--- src/design/thc_pkg.sv ---
// shared types and constants for the temperature/humidity compensation block
// no dependencies; used by thc_seq, temp_humidity_compensation and thc_checker
package thc_pkg;

	// configuration register indexes
	localparam logic [2:0] REG_TEMP_TRIM_ONE   = 3'd0;
	localparam logic [2:0] REG_TEMP_TRIM_TWO   = 3'd1;
	localparam logic [2:0] REG_TEMP_TRIM_THREE = 3'd2;
	localparam logic [2:0] REG_HUM_TRIM_TWO    = 3'd3;
	localparam logic [2:0] REG_HUM_TRIM_FOUR   = 3'd4;
	localparam logic [2:0] REG_HUM_TRIM_FIVE   = 3'd5;
	localparam logic [2:0] REG_HUM_TRIM_BYTES  = 3'd6;

	localparam int CFG_IDX_W  = 3;
	localparam int CFG_DATA_W = 24;
	localparam int RAW_W      = 20;

	// calibration formula constants
	localparam logic [31:0] HUM_OFFSET   = 32'd76800;
	localparam logic [31:0] HUM_CLAMP    = 32'd419430400;
	localparam logic [31:0] HUM_ROUND    = 32'd16384;
	localparam logic [31:0] HUM_H3_BIAS  = 32'd32768;
	localparam logic [31:0] HUM_H6_BIAS  = 32'd2097152;
	localparam logic [31:0] HUM_H2_ROUND = 32'd8192;
	localparam logic [31:0] TEMP_ROUND   = 32'd128;

	// stored trim words, as written
	typedef struct packed {
		logic [15:0] temp_one;
		logic [15:0] temp_two;
		logic [15:0] temp_three;
		logic [15:0] hum_two;
		logic [11:0] hum_four;
		logic [11:0] hum_five;
		logic [23:0] hum_bytes;
	} thc_trim_t;

endpackage

--- src/design/thc_mul.sv ---
// shared 32x32 multiplier keeping the low 32 bits, product registered
// no dependencies
module thc_mul (
	input  logic        clk,
	input  logic        en,
	input  logic [31:0] op_a,
	input  logic [31:0] op_b,
	output logic [31:0] prod_q
);

	// low half of the product is the same for signed and unsigned operands
	always_ff @(posedge clk) begin
		if (en) begin
			prod_q <= 32'(op_a * op_b);
		end
	end

endmodule

--- src/design/thc_seq.sv ---
// step sequencer and datapath around the shared multiplier, output register
// depends on thc_pkg and thc_mul
module thc_seq (
	input  logic                          clk,
	input  logic                          arst_n,
	input  thc_pkg::thc_trim_t            trim,
	input  logic                          in_valid,
	output logic                          in_ready,
	input  logic                          req_type,
	input  logic [thc_pkg::RAW_W-1:0]     raw_sample,
	output logic                          out_valid,
	input  logic                          out_ready,
	output logic [31:0]                   comp_value,
	output logic                          is_humidity
);

	localparam logic [4:0] ST_IDLE = 5'd0;
	localparam logic [4:0] T_M1    = 5'd1;
	localparam logic [4:0] T_P1    = 5'd2;
	localparam logic [4:0] T_M2    = 5'd3;
	localparam logic [4:0] T_P2    = 5'd4;
	localparam logic [4:0] T_M3    = 5'd5;
	localparam logic [4:0] T_P3    = 5'd6;
	localparam logic [4:0] T_FIN   = 5'd7;
	localparam logic [4:0] H_M1    = 5'd8;
	localparam logic [4:0] H_P1    = 5'd9;
	localparam logic [4:0] H_M2    = 5'd10;
	localparam logic [4:0] H_P2    = 5'd11;
	localparam logic [4:0] H_M3    = 5'd12;
	localparam logic [4:0] H_P3    = 5'd13;
	localparam logic [4:0] H_M4    = 5'd14;
	localparam logic [4:0] H_P4    = 5'd15;
	localparam logic [4:0] H_M5    = 5'd16;
	localparam logic [4:0] H_P5    = 5'd17;
	localparam logic [4:0] H_M6    = 5'd18;
	localparam logic [4:0] H_P6    = 5'd19;
	localparam logic [4:0] H_M7    = 5'd20;
	localparam logic [4:0] H_P7    = 5'd21;
	localparam logic [4:0] H_M8    = 5'd22;
	localparam logic [4:0] H_P8    = 5'd23;

	logic [4:0]                  step_q;
	logic                        hum_q;
	logic [thc_pkg::RAW_W-1:0]   raw_q;
	logic [31:0]                 fine_q;
	logic [31:0]                 r0_q;
	logic [31:0]                 r1_q;
	logic [31:0]                 a_q;
	logic                        out_valid_q;
	logic [31:0]                 comp_value_q;
	logic                        is_hum_q;

	logic                        mul_en;
	logic [31:0]                 op_a;
	logic [31:0]                 op_b;
	logic [31:0]                 prod_q;

	logic [31:0] t1;
	logic [31:0] t2s;
	logic [31:0] t3s;
	logic [31:0] tx1;
	logic [31:0] td;
	logic [31:0] tfine;
	logic [31:0] tsum;
	logic [31:0] h1;
	logic [31:0] h2s;
	logic [31:0] h3;
	logic [31:0] h5s;
	logic [31:0] h6s;
	logic [31:0] hv;
	logic [31:0] hq;
	logic [31:0] ha_sum;
	logic [31:0] hfin;
	logic [31:0] hclamp;
	logic        out_free;
	logic        finish;

	// trim values widened to 32 bits
	assign t1  = {16'd0, trim.temp_one};
	assign t2s = {{16{trim.temp_two[15]}}, trim.temp_two};
	assign t3s = {{16{trim.temp_three[15]}}, trim.temp_three};
	assign h1  = {24'd0, trim.hum_bytes[7:0]};
	assign h3  = {24'd0, trim.hum_bytes[15:8]};
	assign h6s = {{24{trim.hum_bytes[23]}}, trim.hum_bytes[23:16]};
	assign h2s = {{16{trim.hum_two[15]}}, trim.hum_two};
	assign h5s = {{20{trim.hum_five[11]}}, trim.hum_five};

	// temperature operands
	assign tx1   = {15'd0, raw_q[19:3]} - {15'd0, trim.temp_one, 1'b0};
	assign td    = {16'd0, raw_q[19:4]} - t1;
	assign tfine = r0_q + 32'($signed(prod_q) >>> 14);
	assign tsum  = {fine_q[29:0], 2'b00} + fine_q + thc_pkg::TEMP_ROUND;

	// humidity operands
	assign hv     = fine_q - thc_pkg::HUM_OFFSET;
	assign hq     = 32'($signed(r1_q) >>> 15);
	assign ha_sum = {2'b00, raw_q[15:0], 14'd0} - {trim.hum_four, 20'd0} - prod_q
		+ thc_pkg::HUM_ROUND;
	assign hfin   = r1_q - 32'($signed(prod_q) >>> 4);

	always_comb begin
		if (hfin[31]) begin
			hclamp = 32'd0;
		end else if (hfin > thc_pkg::HUM_CLAMP) begin
			hclamp = thc_pkg::HUM_CLAMP;
		end else begin
			hclamp = hfin;
		end
	end

	always_comb begin
		mul_en = 1'b0;
		op_a   = 32'd0;
		op_b   = 32'd0;
		case (step_q)
			T_M1: begin
				mul_en = 1'b1; op_a = tx1; op_b = t2s;
			end
			T_M2: begin
				mul_en = 1'b1; op_a = td; op_b = td;
			end
			T_M3: begin
				mul_en = 1'b1; op_a = r1_q; op_b = t3s;
			end
			H_M1: begin
				mul_en = 1'b1; op_a = h5s; op_b = hv;
			end
			H_M2: begin
				mul_en = 1'b1; op_a = hv; op_b = h6s;
			end
			H_M3: begin
				mul_en = 1'b1; op_a = hv; op_b = h3;
			end
			H_M4: begin
				mul_en = 1'b1; op_a = r0_q; op_b = r1_q;
			end
			H_M5: begin
				mul_en = 1'b1; op_a = r0_q; op_b = h2s;
			end
			H_M6: begin
				mul_en = 1'b1; op_a = a_q; op_b = r0_q;
			end
			H_M7: begin
				mul_en = 1'b1; op_a = hq; op_b = hq;
			end
			H_M8: begin
				mul_en = 1'b1; op_a = r0_q; op_b = h1;
			end
			default: begin
				mul_en = 1'b0;
			end
		endcase
	end

	thc_mul u_mul (
		.clk    (clk),
		.en     (mul_en),
		.op_a   (op_a),
		.op_b   (op_b),
		.prod_q (prod_q)
	);

	assign in_ready = (step_q == ST_IDLE);
	assign out_free = !out_valid_q || out_ready;
	// last step waits here until the output register can take the result
	assign finish   = ((step_q == T_FIN) || (step_q == H_P8)) && out_free;

	always_ff @(posedge clk or negedge arst_n) begin
		if (!arst_n) begin
			step_q      <= ST_IDLE;
			fine_q      <= 32'd0;
			out_valid_q <= 1'b0;
		end else begin
			case (step_q)
				ST_IDLE: begin
					if (in_valid) begin
						step_q <= req_type ? H_M1 : T_M1;
					end
				end
				T_P3: begin
					fine_q <= tfine;
					step_q <= T_FIN;
				end
				T_FIN, H_P8: begin
					if (out_free) begin
						step_q <= ST_IDLE;
					end
				end
				default: begin
					step_q <= 5'(step_q + 5'd1);
				end
			endcase
			if (finish) begin
				out_valid_q <= 1'b1;
			end else if (out_ready) begin
				out_valid_q <= 1'b0;
			end
		end
	end

	always_ff @(posedge clk) begin
		case (step_q)
			ST_IDLE: begin
				if (in_valid) begin
					hum_q <= req_type;
					raw_q <= raw_sample;
				end
			end
			T_P1: r0_q <= 32'($signed(prod_q) >>> 11);
			T_P2: r1_q <= 32'($signed(prod_q) >>> 12);
			H_P1: a_q  <= 32'($signed(ha_sum) >>> 15);
			H_P2: r0_q <= 32'($signed(prod_q) >>> 10);
			H_P3: r1_q <= 32'($signed(prod_q) >>> 11) + thc_pkg::HUM_H3_BIAS;
			H_P4: r0_q <= 32'($signed(prod_q) >>> 10) + thc_pkg::HUM_H6_BIAS;
			H_P5: r0_q <= 32'($signed(prod_q + thc_pkg::HUM_H2_ROUND) >>> 14);
			H_P6: r1_q <= prod_q;
			H_P7: r0_q <= 32'($signed(prod_q) >>> 7);
			default: begin
				r0_q <= r0_q;
			end
		endcase
		if (finish) begin
			is_hum_q     <= hum_q;
			comp_value_q <= hum_q ? {12'd0, hclamp[31:12]} : 32'($signed(tsum) >>> 8);
		end
	end

	assign out_valid   = out_valid_q;
	assign comp_value  = comp_value_q;
	assign is_humidity = is_hum_q;

endmodule

--- src/design/temp_humidity_compensation.sv ---
// top level: trim register file and the compensation sequencer
// depends on thc_pkg and thc_seq
//
//  channel  handshake            payload
//  in       in_valid/in_ready    req_type, raw_sample
//  out      out_valid/out_ready  comp_value, is_humidity
//  cfg      cfg_we               cfg_index, cfg_data
//
// a temperature request steps through T_M1..T_P3 and T_FIN after acceptance,
// a humidity request through H_M1..H_P8, all on one shared 32x32 multiplier
// in_ready is high only while the sequencer is idle; a new request is taken the
// cycle after the result enters the output register
// a result waiting on out_ready holds the last step and keeps in_ready low
// arst_n clears the trims, the kept fine temperature and the out_valid flag
module temp_humidity_compensation (
	input  logic                               clk,
	input  logic                               arst_n,
	input  logic                               in_valid,
	output logic                               in_ready,
	input  logic                               req_type,
	input  logic [thc_pkg::RAW_W-1:0]          raw_sample,
	output logic                               out_valid,
	input  logic                               out_ready,
	output logic signed [31:0]                 comp_value,
	output logic                               is_humidity,
	input  logic                               cfg_we,
	input  logic [thc_pkg::CFG_IDX_W-1:0]      cfg_index,
	input  logic [thc_pkg::CFG_DATA_W-1:0]     cfg_data
);

	thc_pkg::thc_trim_t trim_q;
	logic [31:0]        comp_value_w;

	always_ff @(posedge clk or negedge arst_n) begin
		if (!arst_n) begin
			trim_q <= '0;
		end else if (cfg_we) begin
			case (cfg_index)
				thc_pkg::REG_TEMP_TRIM_ONE:   trim_q.temp_one   <= cfg_data[15:0];
				thc_pkg::REG_TEMP_TRIM_TWO:   trim_q.temp_two   <= cfg_data[15:0];
				thc_pkg::REG_TEMP_TRIM_THREE: trim_q.temp_three <= cfg_data[15:0];
				thc_pkg::REG_HUM_TRIM_TWO:    trim_q.hum_two    <= cfg_data[15:0];
				thc_pkg::REG_HUM_TRIM_FOUR:   trim_q.hum_four   <= cfg_data[11:0];
				thc_pkg::REG_HUM_TRIM_FIVE:   trim_q.hum_five   <= cfg_data[11:0];
				thc_pkg::REG_HUM_TRIM_BYTES:  trim_q.hum_bytes  <= cfg_data[23:0];
				default: begin
					trim_q <= trim_q;
				end
			endcase
		end
	end

	thc_seq u_seq (
		.clk         (clk),
		.arst_n      (arst_n),
		.trim        (trim_q),
		.in_valid    (in_valid),
		.in_ready    (in_ready),
		.req_type    (req_type),
		.raw_sample  (raw_sample),
		.out_valid   (out_valid),
		.out_ready   (out_ready),
		.comp_value  (comp_value_w),
		.is_humidity (is_humidity)
	);

	assign comp_value = $signed(comp_value_w);

endmodule

--- config.mk ---
export PLATFORM = sky130hd
export DESIGN_NAME = temp_humidity_compensation
export DESIGN_NICKNAME = d
export VERILOG_FILES = /design/src/design/thc_pkg.sv /design/src/design/thc_mul.sv /design/src/design/thc_seq.sv /design/src/design/temp_humidity_compensation.sv
export SDC_FILE = /design/constraint.sdc
export NUM_CORES = 2
export LEC_CHECK = 0
export ABC_CLOCK_PERIOD_IN_PS = 13500
export BUFFER_PORTS_ARGS = -buffer_cell sky130_fd_sc_hd__buf_4
export CORE_UTILIZATION = 35
export CTS_CLUSTER_DIAMETER = 100
export CTS_CLUSTER_SIZE = 25
export DETAILED_ROUTE_END_ITERATION = 16
export GPL_TIMING_DRIVEN = 0
export PLACE_DENSITY = 0.61
export REMOVE_ABC_BUFFERS = 1
export SYNTH_ARGS = -nofsm -noshare
export SYNTH_HDL_FRONTEND = slang
export SYNTH_SLANG_ARGS = --single-unit
--- constraint.sdc ---
create_clock -name clk -period 13.5 [get_ports clk]
set_input_delay 2.7 -clock clk [delete_from_list [all_inputs] [get_ports clk]]
set_output_delay 2.7 -clock clk [all_outputs]
set_load 0.02 [all_outputs]
==> results.rst <==
.. list-table::
   :header-rows: 1

   * - Metric
     - Value
   * - Clock latency of the later-clocked register in the worst-skew pair
     - 0.57 ns
   * - Register-to-Register Setup Slack
     - 1.72 ns
   * - Shortest clock period the worst path allows after layout
     - 11.78 ns
   * - Xor and xnor area share after synthesis
     - 5.136%
   * - Fin. Hold Viols
     - 0
   * - Commonest register cell after synthesis
     - sky130_fd_sc_hd__edfxtp_1
   * - Routed wire per std cell
     - 24.15 um
   * - Height of the chip
     - 328.6 um
   * - Slew of the pin with the lowest slew margin
     - 1.464 ns
   * - Mapped cell area
     - 0.03732 mm^2
   * - Inserted Clock Buffers
     - 16
   * - Critical path data required time
     - 13.77 ns
   * - Reg-to-reg endpoint
     - u_seq.u_mul.prod_q[31]
   * - Hold path endpoint
     - trim_q[28]
   * - Number of cells on the worst reg-to-reg path
     - 32
   * - Placeable core region
     - 0.1056 mm^2
   * - Cts hold-fix bufs
     - 0
   * - Maximum clock frequency
     - 84.89 MHz
   * - Root buffer cell
     - sky130_fd_sc_hd__clkbuf_16
   * - Final number of max-transition violations
     - 0
   * - Number of I/O port buffers
     - 87
   * - Wire length reported by the detailed router
     - 131.9 mm
   * - Simple logic cell fraction of the synthesized area
     - 14.16%
   * - DP HPWL
     - 104.6 mm
   * - Relative slew slack
     - 2.386%
   * - Worst endpoint data arrival time
     - 12.05 ns
   * - Slowest-stage cell, CP
     - sky130_fd_sc_hd__a21o_1
   * - I/O pin total
     - 88
   * - Number of buffers inserted to repair setup after CTS
     - 0
   * - Routed vias
     - 30,770
   * - Count of distinct cell types in the synthesized netlist
     - 108
   * - Synthesized instance count
     - 4,081
   * - Worst min-delay path startpoint
     - trim_q[28]
   * - Pin count of the biggest net entering global routing
     - 87
   * - Startpoint of the worst register-to-register path
     - u_seq.step_q[0]
   * - CTS Sinks
     - 302
   * - Hold-critical path depth
     - 1
   * - Number of synthesized register bits
     - 302
   * - Maxcap violations
     - 0
   * - Die boundary width
     - 328.6 um
   * - # rows
     - 119
   * - Remaining design rule violation count
     - 26
   * - Critical Path Max Stage Delay
     - 1.13 ns
   * - Category of the worst setup path launch point
     - flip-flop
   * - CTS tree
     - yes
   * - Critical path class
     - flip-flop to flip-flop
   * - Final worst-path cycle share
     - 87.26%
   * - DRC marker count from the first detailed-route iteration
     - 3,023
   * - Pre-CTS setup slack
     - 2.161 ns
   * - Post-synth EDFFs
     - 152
   * - Maximum level of the CTS H-tree
     - 1
   * - Average instance area after synthesis
     - 9.146 um^2
   * - Setup repair after global routing missed its margin
     - no
   * - Detail-routed via count per cell
     - 5.632
   * - Reg clk slew, reported paths
     - 0.11 ns
   * - Starting utilization of the core area
     - 35.36%
   * - Share of the synthesized area in compound gates (AO/OA/AOI/OAI)
     - 13.98%
   * - Fraction of registers with async set/reset
     - 49.67%
   * - Die area
     - 0.1079 mm^2
   * - Aggregate global routing overflow
     - 0
   * - Number of setup violations in the final report
     - 0
   * - CP Max Fanout
     - 32
   * - Area share of fa/ha/maj cells after synthesis
     - 33.36%
   * - Drt first pass iters
     - 13
   * - Global-route total usage across every layer
     - 24.29%
   * - Placer congestion estimate
     - 0.9734
   * - Number of antenna violations at the first check in global routing
     - 6
   * - Number of gates given a new drive strength after cts
     - 0
   * - Vias in the first global route
     - 30,130
   * - Hold Path Class
     - flip-flop to flip-flop
   * - Antenna-violating nets left
     - 0
   * - Ratio of cells with drive above 1 in the final layout
     - 8.503%
   * - Largest family of logic cells by synthesized area
     - adder cells
   * - Largest buffer count on any clock path
     - 3
   * - Multiplexer area fraction after synthesis
     - 3.074%
   * - Outcome
     - finished, violations left
   * - Fraction of the yosys area taken by sequential cells
     - 22.29%
   * - Global-route wire length before repair
     - 195.6 mm
   * - Synthesis warning total
     - 0
   * - Crit path setup slack, layout
     - 1.720 ns
   * - Layout Skew
     - 0.05910 ns
   * - Endpoint class of the critical path
     - flip-flop
   * - Area added between synthesis and finish
     - 8.056%
   * - Violations in the final reports
     - DRC
   * - Final Net Count
     - 4,854
-- placed cells by master (no fill, tap or decap), types with 15 or more instances in the layout --
cell,synthesis,layout
sky130_fd_sc_hd__and3_1,28,28
sky130_fd_sc_hd__dfrtp_1,150,149
sky130_fd_sc_hd__buf_4,14,105
sky130_fd_sc_hd__nand3_1,52,51
sky130_fd_sc_hd__nand2_1,511,510
sky130_fd_sc_hd__or3_1,15,15
sky130_fd_sc_hd__and2_1,31,30
sky130_fd_sc_hd__a221oi_1,16,16
sky130_fd_sc_hd__clkbuf_16,0,16
sky130_fd_sc_hd__inv_1,593,593
sky130_fd_sc_hd__ha_1,320,320
sky130_fd_sc_hd__a211oi_1,19,16
sky130_fd_sc_hd__nand2b_1,31,30
sky130_fd_sc_hd__o21bai_1,19,19
sky130_fd_sc_hd__fa_1,422,422
sky130_fd_sc_hd__xor2_1,52,52
sky130_fd_sc_hd__nor2_1,394,388
sky130_fd_sc_hd__edfxtp_1,152,152
sky130_fd_sc_hd__o21a_1,29,29
sky130_fd_sc_hd__xnor2_1,152,152
sky130_fd_sc_hd__or2_2,19,19
sky130_fd_sc_hd__a22oi_1,50,50
sky130_fd_sc_hd__a21oi_1,144,142
sky130_fd_sc_hd__nor3_1,32,27
sky130_fd_sc_hd__o21ai_0,164,161
sky130_fd_sc_hd__a21o_1,59,59
sky130_fd_sc_hd__nor2b_1,26,25
sky130_fd_sc_hd__mux2_2,89,89
sky130_fd_sc_hd__o221ai_1,27,27
-- registers in the layout, indices dropped and copies added, names as in the netlist, 5 cells and up --
name                count
u_seq.r1_q             32
u_seq.u_mul.prod_q     32
u_seq.raw_q            20
u_seq.fine_q           32
u_seq.a_q              17
u_seq.r0_q             25
u_seq.comp_value       24
u_seq.step_q            5
trim_q                112
-- layer usage --
layer / track usage (%) / vias to the layer above / routed length [um]
li1: - / 13540 / -
met1: 32.54 / 15440 / 54020
met2: 38.10 / 1465 / 58600
met3: 4.981 / 315 / 12660
met4: 10.05 / 2 / 6614
met5: 0 / - / 20
-- kinds of logic after synthesis --
group	Yosys count
AO/OA/AOI/OAI	744
flip-flops	302
multiplexers	103
XOR/XNOR	210
AND/OR/NAND/NOR	1208
buffers and inverters	772
adder cells (fa/ha/maj)	742
-- synthesized netlist by cell type (11+ instances only) --
cell type | count | share of area (%)
sky130_fd_sc_hd__o21a_1 | 29 | 0.58
sky130_fd_sc_hd__a31oi_1 | 13 | 0.22
sky130_fd_sc_hd__dfrtp_1 | 150 | 10
sky130_fd_sc_hd__fa_1 | 422 | 23
sky130_fd_sc_hd__nor2_1 | 394 | 4.0
sky130_fd_sc_hd__inv_1 | 593 | 6.0
sky130_fd_sc_hd__o31ai_1 | 14 | 0.28
sky130_fd_sc_hd__a221o_1 | 14 | 0.38
sky130_fd_sc_hd__buf_1 | 14 | 0.14
sky130_fd_sc_hd__mux2i_1 | 13 | 0.35
sky130_fd_sc_hd__nor2b_1 | 26 | 0.44
sky130_fd_sc_hd__o211ai_1 | 13 | 0.26
sky130_fd_sc_hd__o221ai_1 | 27 | 0.63
sky130_fd_sc_hd__nand2b_1 | 31 | 0.52
sky130_fd_sc_hd__xor2_1 | 52 | 1.2
sky130_fd_sc_hd__a21o_1 | 59 | 1.2
sky130_fd_sc_hd__buf_2 | 24 | 0.32
sky130_fd_sc_hd__mux2_2 | 89 | 2.7
sky130_fd_sc_hd__nand3_1 | 52 | 0.70
sky130_fd_sc_hd__a21oi_1 | 144 | 1.9
sky130_fd_sc_hd__buf_4 | 14 | 0.28
sky130_fd_sc_hd__and2_1 | 31 | 0.52
sky130_fd_sc_hd__clkbuf_1 | 126 | 1.3
sky130_fd_sc_hd__nand4_1 | 11 | 0.18
sky130_fd_sc_hd__ha_1 | 320 | 11
sky130_fd_sc_hd__edfxtp_1 | 152 | 12
sky130_fd_sc_hd__a221oi_1 | 16 | 0.38
sky130_fd_sc_hd__o21ai_0 | 164 | 2.2
sky130_fd_sc_hd__nand2_1 | 511 | 5.1
sky130_fd_sc_hd__nor3_1 | 32 | 0.43
sky130_fd_sc_hd__or2_2 | 19 | 0.32
sky130_fd_sc_hd__and3_1 | 28 | 0.47
sky130_fd_sc_hd__a22oi_1 | 50 | 1.0
sky130_fd_sc_hd__nor4_1 | 13 | 0.22
sky130_fd_sc_hd__a211oi_1 | 19 | 0.38
sky130_fd_sc_hd__or3_1 | 15 | 0.25
sky130_fd_sc_hd__xnor2_1 | 152 | 3.6
sky130_fd_sc_hd__o21bai_1 | 19 | 0.38
sky130_fd_sc_hd__a222oi_1 | 12 | 0.32
-- stage by stage --
step           hold slack [ns]  TNS, ns  instance area (um^2)  instances  utilization (%)
4_1_cts                 0.5179        0                 40280       5458            38.15
6_report                0.5181        0                 40330       5463            38.20
5_1_grt                 0.5281        0                 40320       5460            38.20
2_1_floorplan           0.4722        0                 36560       3902                -
3_3_place_gp            0.4870   -72.48                 38950       5380            36.90
3_5_place_dp            0.4933        0                 39780       5430            37.68
-- critical path: cells and delay by family, from the launching register on --
kind / cells / cell delay (ns)
flip-flops: 1 / 0.44
adder cells (fa/ha/maj): 10 / 4.26
AND/OR/NAND/NOR: 5 / 1.55
buffers and inverters: 6 / 0.41
XOR/XNOR: 1 / 0.12
AO/OA/AOI/OAI: 10 / 4.69
-- worst max-delay path by stage --
stage	start	endpoint	slack (ns)	cells past startpoint
after detailed placement	u_seq.step_q[0]	u_seq.u_mul.prod_q[31]	2.16	30
after CTS	u_seq.step_q[0]	u_seq.u_mul.prod_q[31]	2.07	30
after global routing	u_seq.step_q[0]	u_seq.u_mul.prod_q[31]	1.17	32
after floorplan	u_seq.step_q[2]	u_seq.u_mul.prod_q[31]	2.28	29
after global placement	u_seq.step_q[2]	u_seq.u_mul.prod_q[31]	-4.25	28
final	u_seq.step_q[0]	u_seq.u_mul.prod_q[31]	1.72	32
-- cell type report --
| type | instances | area [um^2] |
|---|---|---|
| timing repair buffer | 139 | 1282 |
| fill | 10540 | 65240 |
| inverter | 593 | 2226 |
| multi-input combinational | 3007 | 26260 |
| clock inverter | 3 | 62.56 |
| clock buffer | 25 | 434.2 |
| tap | 1391 | 1740 |
| antenna | 3 | 7.507 |
| sequential | 302 | 8319 |
Power is not shown: default switching activity piles up to over one toggle a cycle in this logic, so the estimate is an artifact.
